[src/rtl/eat_pkg.sv]
// ----------------------------------------------------------------------------
// eat_pkg
// shared types and constants of the encoder angle tracker
// ----------------------------------------------------------------------------
`default_nettype none

package eat_pkg;

  localparam int ANGLE_BITS = 12;
  localparam int TURN_BITS  = 16;
  localparam int POS_BITS   = TURN_BITS + ANGLE_BITS;
  localparam int CNT_BITS   = 16;
  localparam int TIME_BITS  = 32;
  localparam int RAW_BITS   = 8;

  // compare width wide enough for any angle step and the step limit
  localparam int STEP_BITS  = 12;
  localparam int CMP_BITS   = ((ANGLE_BITS > STEP_BITS) ? ANGLE_BITS : STEP_BITS) + 1;

  // status byte bit positions
  localparam int ST_MD_BIT = 5;
  localparam int ST_ML_BIT = 4;
  localparam int ST_MH_BIT = 3;

  localparam logic [CNT_BITS-1:0] CNT_MAX = '1;

  // stream widths
  localparam int IN_FIELD_BITS  = 3 * RAW_BITS + TIME_BITS;
  localparam int IN_TDATA_W     = ((IN_FIELD_BITS + 7) / 8) * 8;
  localparam int OUT_FIELD_BITS = ANGLE_BITS + TURN_BITS + POS_BITS + 3 + 2 * CNT_BITS;
  localparam int OUT_TDATA_W    = ((OUT_FIELD_BITS + 7) / 8) * 8;

  typedef enum logic [1:0] {
    OP_SAMPLE   = 2'd0,
    OP_READ_ERR = 2'd1,
    OP_STATUS   = 2'd2,
    OP_INIT     = 2'd3
  } op_t;

  typedef enum logic [1:0] {
    CFG_MAX_STEP   = 2'd0,
    CFG_MAX_REJECT = 2'd1,
    CFG_MAX_AGE    = 2'd2
  } cfg_index_t;

  localparam logic [STEP_BITS-1:0] MAX_STEP_RST   = STEP_BITS'(256);
  localparam logic [CNT_BITS-1:0]  MAX_REJECT_RST = CNT_BITS'(3);
  localparam logic [TIME_BITS-1:0] MAX_AGE_RST    = TIME_BITS'(5);

  typedef struct packed {
    logic [STEP_BITS-1:0] max_step;
    logic [CNT_BITS-1:0]  max_reject;
    logic [TIME_BITS-1:0] max_age;
  } cfg_t;

  typedef struct packed {
    logic [ANGLE_BITS-1:0]       last_angle;
    logic signed [TURN_BITS-1:0] turn_count;
    logic [TIME_BITS-1:0]        last_good_time;
    logic [CNT_BITS-1:0]         errors;
    logic [CNT_BITS-1:0]         rejects;
    logic                        magnet_seen;
    logic                        sample_valid;
  } track_state_t;

  // per-item flags from the update logic
  typedef struct packed {
    logic published;
    logic fresh;
  } upd_flags_t;

endpackage

`default_nettype wire

[src/rtl/eat_update.sv]
// ----------------------------------------------------------------------------
// eat_update
// one-event update of the tracker state: step fold, reject budget, status
// ----------------------------------------------------------------------------
`default_nettype none

module eat_update
  import eat_pkg::*;
(
  input  wire op_t                   op,
  input  wire logic [ANGLE_BITS-1:0] ang,
  input  wire logic [RAW_BITS-1:0]   status_byte,
  input  wire logic [TIME_BITS-1:0]  now,
  input  wire cfg_t                  cfg,
  input  wire track_state_t          cur,
  output track_state_t               nxt,
  output upd_flags_t                 flags
);

  localparam logic signed [ANGLE_BITS:0] HALF = (ANGLE_BITS+1)'(1) << (ANGLE_BITS - 1);
  localparam logic signed [ANGLE_BITS:0] FULL = (ANGLE_BITS+1)'(1) << ANGLE_BITS;
  localparam logic signed [TURN_BITS-1:0] TURN_MAX = {1'b0, {(TURN_BITS-1){1'b1}}};
  localparam logic signed [TURN_BITS-1:0] TURN_MIN = {1'b1, {(TURN_BITS-1){1'b0}}};

  logic signed [ANGLE_BITS:0] delta_raw;
  logic signed [ANGLE_BITS:0] delta;
  logic signed [ANGLE_BITS:0] mag;
  logic                       wrap_up;
  logic                       wrap_dn;
  logic                       oversized;
  logic                       status_ok;
  logic [CNT_BITS-1:0]        errors_inc;
  logic [TIME_BITS-1:0]       age;
  logic                       vres;

  always_comb begin
    delta_raw = $signed({1'b0, ang}) - $signed({1'b0, cur.last_angle});
    wrap_dn   = delta_raw > HALF;
    wrap_up   = delta_raw < -HALF;
    if (wrap_dn) begin
      delta = delta_raw - FULL;
    end else if (wrap_up) begin
      delta = delta_raw + FULL;
    end else begin
      delta = delta_raw;
    end
    mag       = delta[ANGLE_BITS] ? -delta : delta;
    oversized = CMP_BITS'($unsigned(mag)) > CMP_BITS'(cfg.max_step);
    status_ok = status_byte[ST_MD_BIT] && !status_byte[ST_ML_BIT] && !status_byte[ST_MH_BIT];
    errors_inc = (cur.errors != CNT_MAX) ? cur.errors + CNT_BITS'(1) : cur.errors;
  end

  always_comb begin
    nxt = cur;
    flags.published = 1'b0;
    unique case (op)
      OP_SAMPLE: begin
        if (oversized && (cur.rejects < cfg.max_reject)) begin
          nxt.sample_valid = 1'b0;
          nxt.errors       = errors_inc;
          nxt.rejects      = cur.rejects + CNT_BITS'(1);
        end else begin
          if (wrap_up && (cur.turn_count != TURN_MAX)) begin
            nxt.turn_count = cur.turn_count + TURN_BITS'(1);
          end else if (wrap_dn && (cur.turn_count != TURN_MIN)) begin
            nxt.turn_count = cur.turn_count - TURN_BITS'(1);
          end
          nxt.last_angle     = ang;
          nxt.last_good_time = now;
          nxt.errors         = '0;
          nxt.rejects        = '0;
          nxt.sample_valid   = 1'b1;
          flags.published    = 1'b1;
        end
      end
      OP_READ_ERR: begin
        nxt.sample_valid = 1'b0;
        nxt.errors       = errors_inc;
      end
      OP_STATUS: begin
        if (!status_ok) begin
          nxt.magnet_seen  = 1'b0;
          nxt.sample_valid = 1'b0;
        end
      end
      OP_INIT: begin
        nxt = '0;
        if (status_ok) begin
          nxt.magnet_seen    = 1'b1;
          nxt.last_angle     = ang;
          nxt.last_good_time = now;
          nxt.sample_valid   = 1'b1;
          flags.published    = 1'b1;
        end else begin
          nxt.errors = CNT_BITS'(1);
        end
      end
      default: begin
        nxt = cur;
      end
    endcase
    // age from the previous good time, or from zero for an init; a publish with the magnet seen is fresh
    age         = now - ((op == OP_INIT) ? '0 : cur.last_good_time);
    vres        = nxt.sample_valid && nxt.magnet_seen;
    flags.fresh = vres && (flags.published || (age <= cfg.max_age));
  end

endmodule

`default_nettype wire

[src/rtl/encoder_angle_tracker_unit.sv]
// ----------------------------------------------------------------------------
// encoder_angle_tracker_unit
// multi-turn angle tracker for a 12-bit absolute rotary encoder
// ----------------------------------------------------------------------------
// throughput: one event per cycle when m_tready does not hold the result register
// data path: input register -> update logic -> result register
// the state update of one event is ready for the next event in the next cycle
// reset: synchronous; clears tracker state, both pipeline valids, and loads
// max_step 256, max_reject 3, max_age 5
`default_nettype none

module encoder_angle_tracker_unit
  import eat_pkg::*;
(
  input  wire logic                   clk,
  input  wire logic                   rst,

  // event input
  input  wire logic                   s_tvalid,
  output logic                        s_tready,
  // raw_high[7:0], raw_low[15:8], status_byte[23:16], now[55:24]
  input  wire logic [IN_TDATA_W-1:0]  s_tdata,
  // op[1:0]
  input  wire logic [1:0]             s_tuser,

  // result output
  output logic                        m_tvalid,
  input  wire logic                   m_tready,
  // angle[11:0], turns[27:12], position[55:28], valid_res[56], magnet_ok[57],
  // fresh[58], err_count[74:59], reject_count[90:75], zero fill above
  output logic [OUT_TDATA_W-1:0]      m_tdata,
  // published[0]
  output logic                        m_tuser,

  // configuration writes
  input  wire logic                   cfg_valid,
  output logic                        cfg_ready,
  input  wire logic [1:0]             cfg_index,
  input  wire logic [TIME_BITS-1:0]   cfg_data
);

  // input register
  logic                  in_valid;
  op_t                   in_op;
  logic [ANGLE_BITS-1:0] in_ang;
  logic [RAW_BITS-1:0]   in_status;
  logic [TIME_BITS-1:0]  in_now;

  // tracker state and configuration
  track_state_t state;
  track_state_t state_next;
  upd_flags_t   flags;
  cfg_t         cfg;

  // result register
  logic                        out_valid;
  logic [ANGLE_BITS-1:0]       out_angle;
  logic signed [TURN_BITS-1:0] out_turns;
  logic                        out_published;
  logic                        out_valid_res;
  logic                        out_magnet_ok;
  logic                        out_fresh;
  logic [CNT_BITS-1:0]         out_errors;
  logic [CNT_BITS-1:0]         out_rejects;

  logic advance;
  logic s_accept;

  // the update stage moves when the result register is free or being drained
  assign advance   = in_valid && (!out_valid || m_tready);
  assign s_tready  = !in_valid || advance;
  assign s_accept  = s_tvalid && s_tready;
  assign cfg_ready = 1'b1;

  // input register; angle is the low bits of the big-endian byte pair
  always_ff @(posedge clk) begin
    if (rst) begin
      in_valid <= 1'b0;
    end else if (s_tready) begin
      in_valid <= s_tvalid;
    end
    if (s_accept) begin
      in_op     <= op_t'(s_tuser);
      in_ang    <= ANGLE_BITS'({s_tdata[RAW_BITS-1:0], s_tdata[2*RAW_BITS-1:RAW_BITS]});
      in_status <= s_tdata[3*RAW_BITS-1:2*RAW_BITS];
      in_now    <= s_tdata[3*RAW_BITS+TIME_BITS-1:3*RAW_BITS];
    end
  end

  // configuration registers; unknown indexes are dropped
  always_ff @(posedge clk) begin
    if (rst) begin
      cfg.max_step   <= MAX_STEP_RST;
      cfg.max_reject <= MAX_REJECT_RST;
      cfg.max_age    <= MAX_AGE_RST;
    end else if (cfg_valid && cfg_ready) begin
      unique case (cfg_index_t'(cfg_index))
        CFG_MAX_STEP:   cfg.max_step   <= cfg_data[STEP_BITS-1:0];
        CFG_MAX_REJECT: cfg.max_reject <= cfg_data[CNT_BITS-1:0];
        CFG_MAX_AGE:    cfg.max_age    <= cfg_data;
        default:        cfg            <= cfg;
      endcase
    end
  end

  eat_update u_update (
    .op          (in_op),
    .ang         (in_ang),
    .status_byte (in_status),
    .now         (in_now),
    .cfg         (cfg),
    .cur         (state),
    .nxt         (state_next),
    .flags       (flags)
  );

  // state commits together with the result register
  always_ff @(posedge clk) begin
    if (rst) begin
      state <= '0;
    end else if (advance) begin
      state <= state_next;
    end
  end

  always_ff @(posedge clk) begin
    if (rst) begin
      out_valid <= 1'b0;
    end else if (advance) begin
      out_valid <= 1'b1;
    end else if (m_tready) begin
      out_valid <= 1'b0;
    end
    if (advance) begin
      out_angle     <= state_next.last_angle;
      out_turns     <= state_next.turn_count;
      out_published <= flags.published;
      out_valid_res <= state_next.sample_valid && state_next.magnet_seen;
      out_magnet_ok <= state_next.magnet_seen;
      out_fresh     <= flags.fresh;
      out_errors    <= state_next.errors;
      out_rejects   <= state_next.rejects;
    end
  end

  // position is turns * 2^ANGLE_BITS + angle, i.e. the two side by side
  assign m_tvalid = out_valid;
  assign m_tuser  = out_published;
  assign m_tdata  = OUT_TDATA_W'({out_rejects, out_errors, out_fresh, out_magnet_ok,
                                  out_valid_res, out_turns, out_angle, out_turns,
                                  out_angle});

  // tracker state only moves when an event goes through the update stage
  assert property (@(posedge clk) disable iff (rst)
    !advance |=> $stable(state))
    else $error("tracker state changed without an event");

  // a publish always clears the error and reject counters
  assert property (@(posedge clk) disable iff (rst)
    out_valid && out_published |-> (out_errors == '0) && (out_rejects == '0))
    else $error("published result with nonzero error or reject count");

  // fresh needs a valid sample with the magnet present
  assert property (@(posedge clk) disable iff (rst)
    out_valid && out_fresh |-> out_valid_res && out_magnet_ok)
    else $error("fresh result without a valid sample");

  // a reject leaves the counter within the configured budget
  assert property (@(posedge clk) disable iff (rst)
    advance && (in_op == OP_SAMPLE) && !flags.published |->
      (state_next.rejects <= cfg.max_reject) && (state_next.rejects != '0))
    else $error("reject count outside budget");

endmodule

`default_nettype wire

[config.mk]
export PLATFORM = sky130hd
export DESIGN_NAME = encoder_angle_tracker_unit
export DESIGN_NICKNAME = d
export VERILOG_FILES = /design/src/rtl/eat_pkg.sv /design/src/rtl/eat_update.sv /design/src/rtl/encoder_angle_tracker_unit.sv
export SDC_FILE = /design/constraint.sdc
export NUM_CORES = 1
export LEC_CHECK = 0
export BUFFER_PORTS_ARGS = -buffer_cell sky130_fd_sc_hd__buf_2
export CAP_MARGIN = 20
export CORE_ASPECT_RATIO = 1.4
export CORE_MARGIN = 2
export CORE_UTILIZATION = 48
export CTS_BUF_LIST = sky130_fd_sc_hd__clkbuf_8
export DETAILED_ROUTE_END_ITERATION = 7
export PLACE_DENSITY = 0.75
export SYNTH_ARGS = -nofsm -noshare
export SYNTH_HDL_FRONTEND = slang
export SYNTH_SLANG_ARGS = --single-unit
[constraint.sdc]
create_clock -name clk -period 7 [get_ports clk]
set_input_delay 0.7 -clock clk [delete_from_list [all_inputs] [get_ports clk]]
set_output_delay 0.7 -clock clk [all_outputs]
set_load 0.02 [all_outputs]
==> results of run 1 <==
-- layout by cell type (no fill, tap or decap), types with 27 or more instances in the layout --
master and count:
nor3_1 28, inv_1 105, nand3_1 62, nand4_1 27, xnor2_1 48, a21o_1 38
nor2_1 146, dfxtp_1 156, nand2b_1 46, edfxtp_1 113, buf_2 180, ha_1 112
clkbuf_8 51, nand2_1 260, o21ai_0 75, a21oi_1 193
-- cell type report --
type	instances	area [um2]
Sequential cell	269	6520
Antenna cell	1	2.50
Timing Repair Buffer	200	1050
Fill cell	3053	14700
Clock inverter	27	224
Tap cell	440	551
Multi-Input combinational cell	1334	8270
Inverter	97	365
Clock buffer	51	702
-- critical path: cells and delay by family, from the launching register on --
kind                     cells  cell delay [ps]
buffers and inverters        2              320
flip-flops                   1              370
AND/OR/NAND/NOR              7             1200
adder cells (fa/ha/maj)      3              990
AO/OA/AOI/OAI               10             3180
XOR/XNOR                     1              150
-- metrics by stage --
stage               std cells  cell area, um2  total power [W]  setup WS, ps
finish                   2419           17700          0.00391           690
global route             2418           17700          0.00410           197
detailed placement       2340           16800          0.00249           776
global placement         2340           16800          0.00247           839
floorplan                1827           15800          0.00229          1380
CTS                      2418           17700          0.00395           741
-- power by group --
part           switching [W]  internal [W]  leakage [nW]
registers          0.0000339       0.00170          2.33
logic               0.000468      0.000266          3.82
clock network       0.000630      0.000812         0.502
total                0.00113       0.00278          6.65
-- synthesized netlist by cell type (37+ instances only) --
cell type	instances	area, um2
nand2_1	260	976
a21oi_1	194	971
dfxtp_1	156	3120
nor2_1	147	552
edfxtp_1	113	3390
ha_1	112	1400
inv_1	96	360
clkbuf_1	78	293
o21ai_0	75	375
nand3_1	62	310
xnor2_1	48	420
nand2b_1	46	288
a21o_1	38	285
buf_4	37	278
-- sequential cells by signal (all words and copies together), names as in the netlist --
register and cells:
out_valid_res 1, in_ang 12, out_rejects 16, in_op 2, cfg 60, in_status 3
m_tvalid 1, state 94, in_valid 1, m_tuser 1, out_errors 16, out_angle 12
out_magnet_ok 1, out_turns 16, out_fresh 1, in_now 32
-- cell families after synthesis --
| kind of cell | count (synthesis) | synth area share (%) |
|---|---|---|
| adders and majority gates | 114 | 9.16 |
| and+or+nand+nor | 686 | 20.7 |
| xor gates and xnor gates | 68 | 3.78 |
| other | 2 | 0.0477 |
| AOI/OAI and AO/OA | 457 | 18.4 |
| buffers and inverters | 224 | 6.27 |
| muxes | 3 | 0.199 |
| DFF | 269 | 41.4 |
-- per-layer routing --
layer,vias up,track usage (%),wire (um)
met1,6313,24.2,15000
met3,89,2.91,1650
met4,0,9.18,1350
met5,-,0,0
met2,391,42.3,20400
li1,6671,-,-
-- how the worst max path moves through the flow --
| stage | cells past startpoint | slack [ps] | startpoint | end |
|---|---|---|---|---|
| after CTS | 20 | 740 | in_ang[0] | state[77] |
| after global placement | 20 | 840 | in_ang[0] | state[77] |
| final | 23 | 690 | in_ang[0] | state[13] |
| after detailed placement | 20 | 780 | in_ang[0] | state[77] |
| after global routing | 23 | 200 | in_ang[0] | state[12] |
| after floorplan | 21 | 1380 | in_ang[0] | out_turns[15] |
==> results.md, run 1 <==
- Status: finished, final reports clean
- Final setup fails: 0
- Routability cong.: 0.935
- Worst-path clk slew: 70 ps
- CP Max Fanout: 37
- Max_cap viols: 0
- Site Rows: 78
- H-tree depth: 2
- Worst path cell trace: inv_1 > ha_1 > fa_1 > nand2b_1 > a21o_1 > a211oi_2 > o211ai_1 > a211o_1 > a211oi_1 > a21o_1 > nor2_1 > xor2_1 > ha_1 > nand4_1 > nor4_1 > a211oi_1 > o211a_1 > a21o_1 > nand2_1 > buf_4 > nor2_1 > nand3b_1 > a21oi_1
- Required time worst endpoint: 7480 ps
- I/O Pins: 197
- CTS root buf: clkbuf_8
- CTS max path bufs: 3
- RSZ-0062 raised after global routing: no
- Height of the die: 218 um
- Cell Area, Synth: 15700 um2
- GR Overflow Total: 0
- Core box area: 32400 um2
- Worst Path Arrival: 6790 ps
- Hold path start: s_tdata[51]
- Pwr/cell area: 221 nW/um2
- Max Fclk: 158 MHz
- CP max stage cell: a211oi_1
- Finished Core Util: 54.6%
- Setup tns final: 0 ps
- DR WL/cell: 15.9 um
- Period minus WS final: 6310 ps
- Post-DP HPWL: 28200 um
- Post-synthesis sequential area ratio: 41.4%
- Post-CTS Setup Repair Bufs: 0
- Via count: 13500
- Clock latency at the later pin of the worst-skew pair: 570 ps
- Hold Violations, Final: 0
- Final ANT Viol Nets: 0
- Nets: 2156
- Buffers on Ports: 181
- Reg-to-reg startpoint: in_ang[0]
- Number of synthesized flops with an enable pin: 113
- Layout cells sized above 1: 15.2%
- Vias in the first global route: 12900
- Post-Synthesis Cells: 1823
- DRC Markers: 0
- Syn_area_per_cell: 8.63 um2
- Rel. slew slack: 36.3%
- CTS tree: built
- Drt total wl: 38400 um
- DR vias/cell: 5.57
- Setup slack, reg-to-reg: 690 ps
- Hold_buf cts: 0
- Largest net degree at the start of global routing: 89
- Die Wd: 157 um
- Crit share post-route: 90.1%
- Nature of the critical path startpoint: register
- Drt first-iter violations: 857
- Initial antenna violation count: 1
- VDD IR max: 0.000133 V
- Worst Hold Path EP: in_now[27]
- Least-Margin Pin Slew: 950 ps
- Leakage: 6.65 nW
- P&R area growth vs syn: 12.4%
- Drt pass-1 iters: 5
- Clk sinks: 269
- Total CTS buffers: 43
- Hold_ws: 300 ps
- Yosys cell types: 85
- Min-Delay Path Depth: 1
- All-Layer GR Usage: 22.1%
- Top cell by count, worst path: a21o_1
- Ys Warns: 0
- Worst r2r dst: state[13]
- First-pass GRT wire length: 61700 um
- Crit end category: register
- Crit Path Class: reg -> reg
- HP Class: in -> reg
- Final-report max-slew violation count: 0
- Worst path max stage delay: 790 ps
- Initial core utilization: 48.6%
- Clk_skew: 28.1 ps
- Total die area: 34300 um2
- Reg2reg path depth: 23
- Flops & latches, synth: 269
- Async set-reset flop share out of synthesis: 0%
- Post-synth top flop: dfxtp_1
- CTS resizes: 0
(Power assumes the default switching activity.)
==> inputs of run 2 (changes only) <==
--- a/config.mk
+++ b/config.mk
@@ -9,10 +9,10 @@
 export CAP_MARGIN = 20
 export CORE_ASPECT_RATIO = 1.4
 export CORE_MARGIN = 2
-export CORE_UTILIZATION = 48
+export CORE_UTILIZATION = 35
 export CTS_BUF_LIST = sky130_fd_sc_hd__clkbuf_8
 export DETAILED_ROUTE_END_ITERATION = 7
-export PLACE_DENSITY = 0.75
+export PLACE_DENSITY = 0.6
 export SYNTH_ARGS = -nofsm -noshare
 export SYNTH_HDL_FRONTEND = slang
 export SYNTH_SLANG_ARGS = --single-unit
==> run 2 against run 1 <==
  * Total power up 0.14%
  * Core utilization down 14 points
  * Setup slack worse by 40 ps
  * Via count down 1.2%
  * Global-route usage down 5.0 points
  * Die area up 36%
  * Final area up 0.96%
  * Register-to-register slack worse by 40 ps
  * Sequential share of layout area down 0.35 points
  * Fmax down 0.63%
  * Wire length up 7.7%
  * Critical path depth down 3
  * Critical path type unchanged
==> results.md, run 2 (synthesis results as in run 1) <==
- Status: finished, final reports clean (unchanged)
- Crit share post-route: 90.7% (was 90.1%)
- I/O Pins: 197 (unchanged)
- Site Rows: 91 (was 78)
- Initial core utilization: 35.6% (was 48.6%)
- Rel. slew slack: 24.7% (was 36.3%)
- Nature of the critical path startpoint: register (unchanged)
- Clk pwr share: 36.8% (was 36.9%)
- CTS tree: built (unchanged)
- Drt total wl: 41300 um (was 38400 um)
- Finished Layout Cells: 2550 (was 2419)
- Leakage: 6.69 nW (was 6.65 nW)
- Worst Hold Path EP: in_now[31] (was in_now[27])
- Post-route cell area: 17800 um2 (was 17700 um2)
- NetSw: 0.00120 W (was 0.00113 W)
- Post-route setup slack: 650 ps (was 690 ps)
- DR vias/cell: 5.22 (was 5.57)
- Setup tns final: 0 ps (unchanged)
- CTS root buf: clkbuf_8 (unchanged)
- Dpl cells: 2458 (was 2340)
- Final ANT Viol Nets: 0 (unchanged)
- Top cell by count, worst path: a21o_1 (unchanged)
- Crit Path Class: reg -> reg (unchanged)
- GRT met1 Usage: 18.9% (was 24.2%)
- CTS resizes: 0 (unchanged)
- Max reg flops: 94 (unchanged)
- Die Wd: 183 um (was 157 um)
- Drt pass-1 iters: 5 (unchanged)
- Clock latency at the later pin of the worst-skew pair: 620 ps (was 570 ps)
- CTS max path bufs: 3 (unchanged)
- Nets: 2160 (was 2156)
- Required time worst endpoint: 7530 ps (was 7480 ps)
- First-pass GRT wire length: 64700 um (was 61700 um)
- Most common cell after layout, fill and taps aside: nand2_1 (unchanged)
- Final-report max-slew violation count: 0 (unchanged)
- Largest net degree at the start of global routing: 102 (was 89)
- Reg2reg path depth: 20 (was 23)
- Placement Cell Area: 16900 um2 (was 16800 um2)
- CP max stage cell: a211oi_1 (unchanged)
- Max_cap viols: 0 (unchanged)
- Hold_buf cts: 0 (unchanged)
- Register share of total power: 44.3% (about the same)
- Finished Core Util: 40.4% (was 54.6%)
- Biggest regs: state (94), cfg (60), in_now (32) (unchanged)
- VDD IR max: 0.000122 V (was 0.000133 V)
- Drt first-iter violations: 643 (was 857)
- GR Overflow Total: 0 (unchanged)
- Clk_skew: 45.2 ps (was 28.1 ps)
- Setup slack, reg-to-reg: 650 ps (was 690 ps)
- Via count: 13300 (was 13500)
- CP Max Fanout: 9 (was 37)
- Total CTS buffers: 47 (was 43)
- All-Layer GR Usage: 17.2% (was 22.1%)
- Crit end category: register (unchanged)
- Hold Violations, Final: 0 (unchanged)
- GR met3 Demand/Resource: 2.60% (was 2.91%)
- Worst path max stage delay: 750 ps (was 790 ps)
- Worst path cell trace: inv_1 > ha_1 > fa_1 > nand2b_1 > a21o_1 > a211oi_2 > o211ai_1 > a211o_1 > a211oi_1 > a21o_1 > a21oi_1 > xnor2_1 > ha_1 > a211o_1 > or3b_1 > o211a_1 > a21o_1 > or3_1 > or4_1 > a21oi_1 (was inv_1 > ha_1 > fa_1 > nand2b_1 > a21o_1 > a211oi_2 > o211ai_1 > a211o_1 > a211oi_1 > a21o_1 > nor2_1 > xor2_1 > ha_1 > nand4_1 > nor4_1 > a211oi_1 > o211a_1 > a21o_1 > nand2_1 > buf_4 > nor2_1 > nand3b_1 > a21oi_1)
- Max Fclk: 157 MHz (was 158 MHz)
- Core box area: 44200 um2 (was 32400 um2)
- Switching Share: 30.7% (was 29.0%)
- Pwr/cell area: 219 nW/um2 (was 221 nW/um2)
- Hold path start: s_tdata[55] (was s_tdata[51])
- Combinational power share: 18.9% (was 18.8%)
- Int Pwr: 0.00271 W (was 0.00278 W)
- P&R area growth vs syn: 13.4% (was 12.4%)
- Initial antenna violation count: 5 (was 1)
- Leading cell types in the layout, fill and taps excluded: nand2_1 (260), a21oi_1 (193), buf_2 (180) (unchanged)
- Height of the die: 255 um (was 218 um)
- Global route hottest layer: met2 (unchanged)
- Buffers on Ports: 181 (unchanged)
- DRC Markers: 0 (unchanged)
- Met2 global-route usage: 33.0% (was 42.3%)
- Total die area: 46700 um2 (was 34300 um2)
- Layout cells sized above 1: 15.3% (was 15.2%)
- Reg with most FFs: state (unchanged)
- RSZ-0062 raised after global routing: no (unchanged)
- Min-Delay Path Depth: 1 (unchanged)
- CP startpoint: in_ang[0] (unchanged)
- Post-DP HPWL: 30100 um (was 28200 um)
- DR WL/cell: 16.2 um (was 15.9 um)
- HP Class: in -> reg (unchanged)
- Routability cong.: 0.866 (was 0.935)
- Worst-path clk slew: 70 ps (about the same)
- Least-Margin Pin Slew: 1130 ps (was 950 ps)
- Vias in the first global route: 12800 (was 12900)
- Reg-to-reg startpoint: in_ang[0] (unchanged)
- Pre-CTS WS: 719 ps (was 776 ps)
- Worst r2r dst: state[77] (was state[13])
- Clk sinks: 269 (unchanged)
- Worst Path Arrival: 6880 ps (was 6790 ps)
- Final setup fails: 0 (unchanged)
- Period minus WS final: 6350 ps (was 6310 ps)
- H-tree depth: 2 (unchanged)
- Post-CTS Setup Repair Bufs: 0 (unchanged)
run 2: how the worst max path moves through the flow:
stage,depth (start not counted),slack (ps),end
finish,20,650,state[77]
global route,23,130,state[10]
CTS,21,670,state[77]
detailed placement,21,720,state[77]
global placement,21,840,state[77]
floorplan,21,1380,out_turns[15]
run 2: final cells by class:
type,count,area (um2)
fillers,4552,26300
multi-input cells,1334,8270
flip-flops and latches,269,6520
repair buffers,200,1050
clock buffers,54,743
well taps,558,698
inverters,97,367
clock inverters,33,193
diodes,5,12.5
run 2: critical path, delay by kind of cell (launching register included):
family          cells  cell delay (ps)
compound gates     11             3190
xor+xnor            1              140
fa+ha+maj           3              910
buf+inv             1               50
flops               1              380
simple gates        4             1590
run 2: power groups by stage:
stage | clock network, W | logic, W | registers (W)
after CTS | 0.00150 | 0.000742 | 0.00173
final | 0.00144 | 0.000740 | 0.00173
after global placement | 0 | 0.000724 | 0.00177
after global routing | 0.00155 | 0.000823 | 0.00174
after floorplan | 0 | 0.000513 | 0.00178
after detailed placement | 0 | 0.000739 | 0.00177
run 2: routing by layer:
metal	routed length (um)	up-vias	part of all wire (%)
li1	-	6695	-
met3	1650	66	4.0
met5	0	-	0
met2	21800	278	53
met1	16800	6260	41
met4	1080	0	2.6
run 2: through the flow:
step | total power, W | hold slack, ps
floorplan | 0.00229 | 427
global placement | 0.00249 | 436
detailed placement | 0.00251 | 443
CTS | 0.00397 | 204
global route | 0.00411 | 223
finish | 0.00391 | 252
